### src/design/tep_pkg.sv
// shared types and constants for the tree ensemble predictor
package tep_pkg;

  typedef enum logic [1:0] {
    OP_NODE    = 2'd0,
    OP_FEATURE = 2'd1,
    OP_PREDICT = 2'd2,
    OP_NONE    = 2'd3
  } opcode_e;

  localparam logic [0:0] REG_NODES = 1'b0;
  localparam logic [0:0] REG_TREES = 1'b1;

  // table sizes follow the fixed field widths of the command word
  localparam int unsigned NODES     = 4096;
  localparam int unsigned FEATURES  = 64;
  // fraction position does not change the mean; it only names the format
  localparam int unsigned FRAC_BITS = 16;

  localparam int unsigned CFG_NODES_W = 13;
  localparam int unsigned CFG_TREES_W = 12;
  localparam int unsigned VALUE_W     = 32;
  localparam int unsigned ADDR_W      = 12;
  localparam int unsigned VAR_W       = 16;
  localparam int unsigned FIDX_W      = 6;
  localparam int unsigned SUM_W       = 44;

endpackage

### src/design/tep_div.sv
// restoring divider for the mean, one quotient bit per cycle
module tep_div (
  input  logic                       clk_i,
  input  logic                       rst_ni,
  input  logic                       start_i,
  input  logic signed [tep_pkg::SUM_W-1:0] dividend_i,
  input  logic [tep_pkg::CFG_TREES_W-1:0]   divisor_i,
  output logic                       done_o,
  output logic signed [tep_pkg::VALUE_W-1:0] quot_o
);
  import tep_pkg::*;

  localparam int unsigned CNT_W = $clog2(SUM_W + 1);

  logic              busy_q, busy_d;
  logic [CNT_W-1:0]  cnt_q, cnt_d;
  logic [SUM_W-1:0]  num_q, num_d;
  logic [SUM_W:0]    rem_q, rem_d;
  logic              neg_q, neg_d;
  logic [SUM_W:0]    trial;
  logic [SUM_W:0]    shifted;
  logic [SUM_W-1:0]  mag;
  logic [SUM_W-1:0]  qs;

  assign mag     = dividend_i[SUM_W-1] ? SUM_W'(-dividend_i) : SUM_W'(dividend_i);
  assign shifted = {rem_q[SUM_W-1:0], num_q[SUM_W-1]};
  assign trial   = shifted - (SUM_W+1)'(divisor_i);
  assign qs      = neg_q ? SUM_W'(-num_q) : num_q;

  always_comb begin
    busy_d = busy_q;
    cnt_d  = cnt_q;
    num_d  = num_q;
    rem_d  = rem_q;
    neg_d  = neg_q;
    done_o = 1'b0;
    if (start_i) begin
      busy_d = 1'b1;
      cnt_d  = CNT_W'(SUM_W);
      num_d  = mag;
      rem_d  = '0;
      neg_d  = dividend_i[SUM_W-1];
    end else if (busy_q) begin
      if (cnt_q == '0) begin
        busy_d = 1'b0;
        done_o = 1'b1;
      end else begin
        cnt_d = cnt_q - 1'b1;
        if (!trial[SUM_W]) begin
          rem_d = trial;
          num_d = {num_q[SUM_W-2:0], 1'b1};
        end else begin
          rem_d = shifted;
          num_d = {num_q[SUM_W-2:0], 1'b0};
        end
      end
    end
  end

  assign quot_o = qs[VALUE_W-1:0];

  always_ff @(posedge clk_i or negedge rst_ni) begin
    if (!rst_ni) begin
      busy_q <= 1'b0;
      cnt_q  <= '0;
    end else begin
      busy_q <= busy_d;
      cnt_q  <= cnt_d;
    end
  end

  always_ff @(posedge clk_i) begin
    num_q <= num_d;
    rem_q <= rem_d;
    neg_q <= neg_d;
  end
endmodule

### config.mk
export PLATFORM = sky130hd
export DESIGN_NAME = tep_div
export DESIGN_NICKNAME = d
export VERILOG_FILES = /design/src/design/tep_pkg.sv /design/src/design/tep_div.sv
export SDC_FILE = /design/constraint.sdc
export NUM_CORES = 1
export LEC_CHECK = 0
export BUFFER_PORTS_ARGS = -buffer_cell sky130_fd_sc_hd__buf_2
export CAP_MARGIN = 25
export CORE_UTILIZATION = 54
export CTS_CLUSTER_DIAMETER = 200
export DETAILED_ROUTE_END_ITERATION = 10
export PLACE_DENSITY = 0.76
export SLEW_MARGIN = 20
export SYNTH_ARGS = -nofsm -noshare
export SYNTH_HDL_FRONTEND = slang
export SYNTH_SLANG_ARGS = --single-unit
### constraint.sdc
create_clock -name clk_i -period 9.25 [get_ports clk_i]
set_input_delay 1.85 -clock clk_i [delete_from_list [all_inputs] [get_ports clk_i]]
set_output_delay 1.85 -clock clk_i [all_outputs]
set_load 0.03 [all_outputs]
==> metrics <==
global-route track usage on met2=44.0%; DR iter-0 viols=slightly above 400; Crit Reg-Reg Endpoint=rem_q[33]; Setup Fix Bufs, Post-CTS=0; Startpoint Class=register; worst r2r src=rem_q[11]; Final period util=between 50% and 60%; clk sinks=between 90 and 100; vias post-DR=6307; CP Max Fanout=6; post-DP HPWL=11500 um; post-synthesis instance total=810; Total Nets Final=947; CP required=7.40 ns; Final Hold Fails=0; detailed-route DRC error count=0; 1st-pass router iterations=5; critical path endpoint category=output port; RSZ-0062 raised after global routing=no; post-synth cell types=70; share of cells above drive strength 1=between 15 and 20%; Post-synth EDFFs=45; crit-path cells=or4_1 -> nor4_1 -> nand2b_1 -> or2_2 -> or3_1 -> o41ai_1 -> xnor2_1 -> buf_2; Stages on worst setup path=8; Synth async-reset ratio=about 7.3%; synth-to-layout area growth=12.1%; fmax=~190 MHz; vias in the first global route=~6k; met3 Use GR=3.18%; Buf/Inv on CP=1; RePlAce Congestion=approximately 0.90; Power Density=277 nW/um^2; vias per cell=6.04; Post-Route WL=16700 um; worst min-delay path class=reg -> reg; commonest non-fill, non-tap cells in the layout=buf_2 (91), nor2_1 (74), nand2_1 (73), a21oi_1 (59), o21ai_0 (54); CTS H-Tree Depth=3; Cell Count Post-Placement=between 1k and 1.5k; Root Driver=clkbuf_16; sequential element share of the synthesized area=35.3%; final instance area=between 7000 and 8000 um^2; clock latency on the worst-skew pair=0.35 ns; Final Slew Violations=0; Core Rows=40; buffer levels on the longest clock path=2; min cycle time layout=between 5 and 6 ns; first-pass GRT wire length=around 28000 um; dpl ws=4.47 ns; Final setup viols=0; syn_nets=886; overall overflow remaining after global route=0; MaxCap Viol Count=0; Die X-Extent=114 um; number of cells on the worst reg-to-reg path=7; largest net degree at the start of global routing=97; WP data arrival=3.30 ns; top cell family by delay on the critical path=simple AND/OR/NAND/NOR gates; Wirelength per Cell=16.0 um; synthesized area=6810 um^2; Ys Warns=0; Peak supply drop=0.000210 V; ANT nets after route=0; IO buf count=just over 90; Top Ports=between 90 and 100; initial antenna violation count=0; R2R Setup Slk=5.76 ns; core area=between 10000 and 15000 um^2; Yosys reg bits=96; placed cell area=7330 um^2; Max-slew headroom=about a third; leakage dissipation=around 3.0 nW; layer with the highest usage=met2; Core Util, Final=62.8%; Die Y=114 um; Final Worst Setup Slack=4.10 ns; syn avg cell area=about 8.4 um^2; grt met1 use=between 30% and 40%; status=finished clean; CP Class=reg -> out; setup_tns=0 ns; ant diodes=0; Slowest-stage cell, CP=or4_1; Main synth FF type=edfxtp_1; CP startpoint=num_q[9]; overall routing resource usage=27.0%; Crit path largest cell delay=0.61 ns; Final Skew=0.00584 ns; Reg clk slew, reported paths=roughly 0.07 ns; Worst Tran Pin Value=0.996 ns; commonest non-fill, non-tap cell in the layout=buf_2; die area=between 10000 and 15000 um^2; final instance count without filler cells=~1.0k; CTS tree=built; CTS resizes=0; Critical Path End=quot_o[22]; CTS buffer count=9; Post-CTS Hold Buffers=0; effective utilization at floorplan=56.0%
[logic make-up (layout without fill, tap and decap cells)]
logic type | after synthesis | after routing | synth area share [%]
adder cells (fa/ha/maj) | 17 | 17 | 3.23
flip-flops | 96 | 96 | 35.3
AO/OA/AOI/OAI | 216 | 216 | 20.5
multiplexers | 7 | 7 | 1.05
AND/OR/NAND/NOR | 303 | 303 | 23.5
buffers and inverters | 80 | 146 | 4.70
XOR/XNOR | 91 | 91 | 11.7
[tightest hold or removal path, delay by kind of cell, from the launching register on]
| family | cells | cell delay [ns] |
|---|---|---|
| AOI/OAI and AO/OA | 1 | 0.05 |
| DFF | 1 | 0.33 |
| and+or+nand+nor | 1 | 0.05 |
[cells in the mapped netlist, types with 5 or more instances]
cell,n,share of area (%)
a32oi_1,10,1.3
nor4_1,17,1.6
nand2_1,73,4.0
nor3_1,17,1.2
dfrtp_1,7,2.6
mux2i_1,6,0.88
nor2_1,74,4.1
o21ai_1,6,0.44
nand3_1,20,1.5
xnor2_1,48,6.2
o211ai_1,9,0.99
or2_2,9,0.83
o31ai_1,19,2.1
a21oi_1,60,4.4
and3_1,5,0.46
o21ai_0,54,4.0
clkbuf_1,42,2.3
edfxtp_1,45,20
dfxtp_1,44,13
ha_1,16,2.9
nand4_1,8,0.73
inv_1,33,1.8
or3_1,24,2.2
o41ai_1,14,1.8
nand2b_1,12,1.1
or4_1,13,1.4
xor2_1,43,5.5
o21a_1,6,0.66
[power by group]
part	internal (mW)	leakage (nW)	switching [mW]	total, mW
Sequential	0.563	0.896	0.134	0.697
Combinational	0.409	1.99	0.636	1.04
Clock	0.208	0.138	0.167	0.375
[worst min path at each step]
stage | depth (start not counted) | slack (ns) | from | end
finish | 2 | 0.47 | rem_q[8] | rem_q[8]
global route | 2 | 0.50 | rem_q[2] | rem_q[2]
CTS | 2 | 0.48 | rem_q[8] | rem_q[8]
detailed placement | 2 | 0.47 | rem_q[2] | rem_q[2]
global placement | 2 | 0.46 | rem_q[9] | rem_q[9]
floorplan | 2 | 0.44 | rem_q[9] | rem_q[9]
[stage by stage]
step	hold slack [ns]	total power, mW
after floorplan	0.442	1.50
after global placement	0.456	1.69
after detailed placement	0.468	1.73
after CTS	0.476	2.11
after global routing	0.498	2.27
final	0.473	2.12
[per-layer routing]
layer | up-vias | part of all wire (%)
met5 | - | 0
met4 | 0 | 2.0
met3 | 32 | 4.8
met2 | 215 | 47
met1 | 2973 | 46
li1 | 3087 | -
[area by class of cell]
type / count / area [um^2]
Inverter: 33 / 124
Fill cell: 1059 / 4520
Clock inverter: 6 / 60.1
Multi-Input combinational cell: 634 / 4100
Clock buffer: 10 / 229
Sequential cell: 96 / 2410
Timing Repair Buffer: 97 / 513
Tap cell: 168 / 210
[registers in the layout, indices dropped and copies added, names as in the netlist]
register  flops
busy_q        1
cnt_q         6
neg_q         1
num_q        44
rem_q        44
Note: power is estimated with default switching activity, not from simulation.
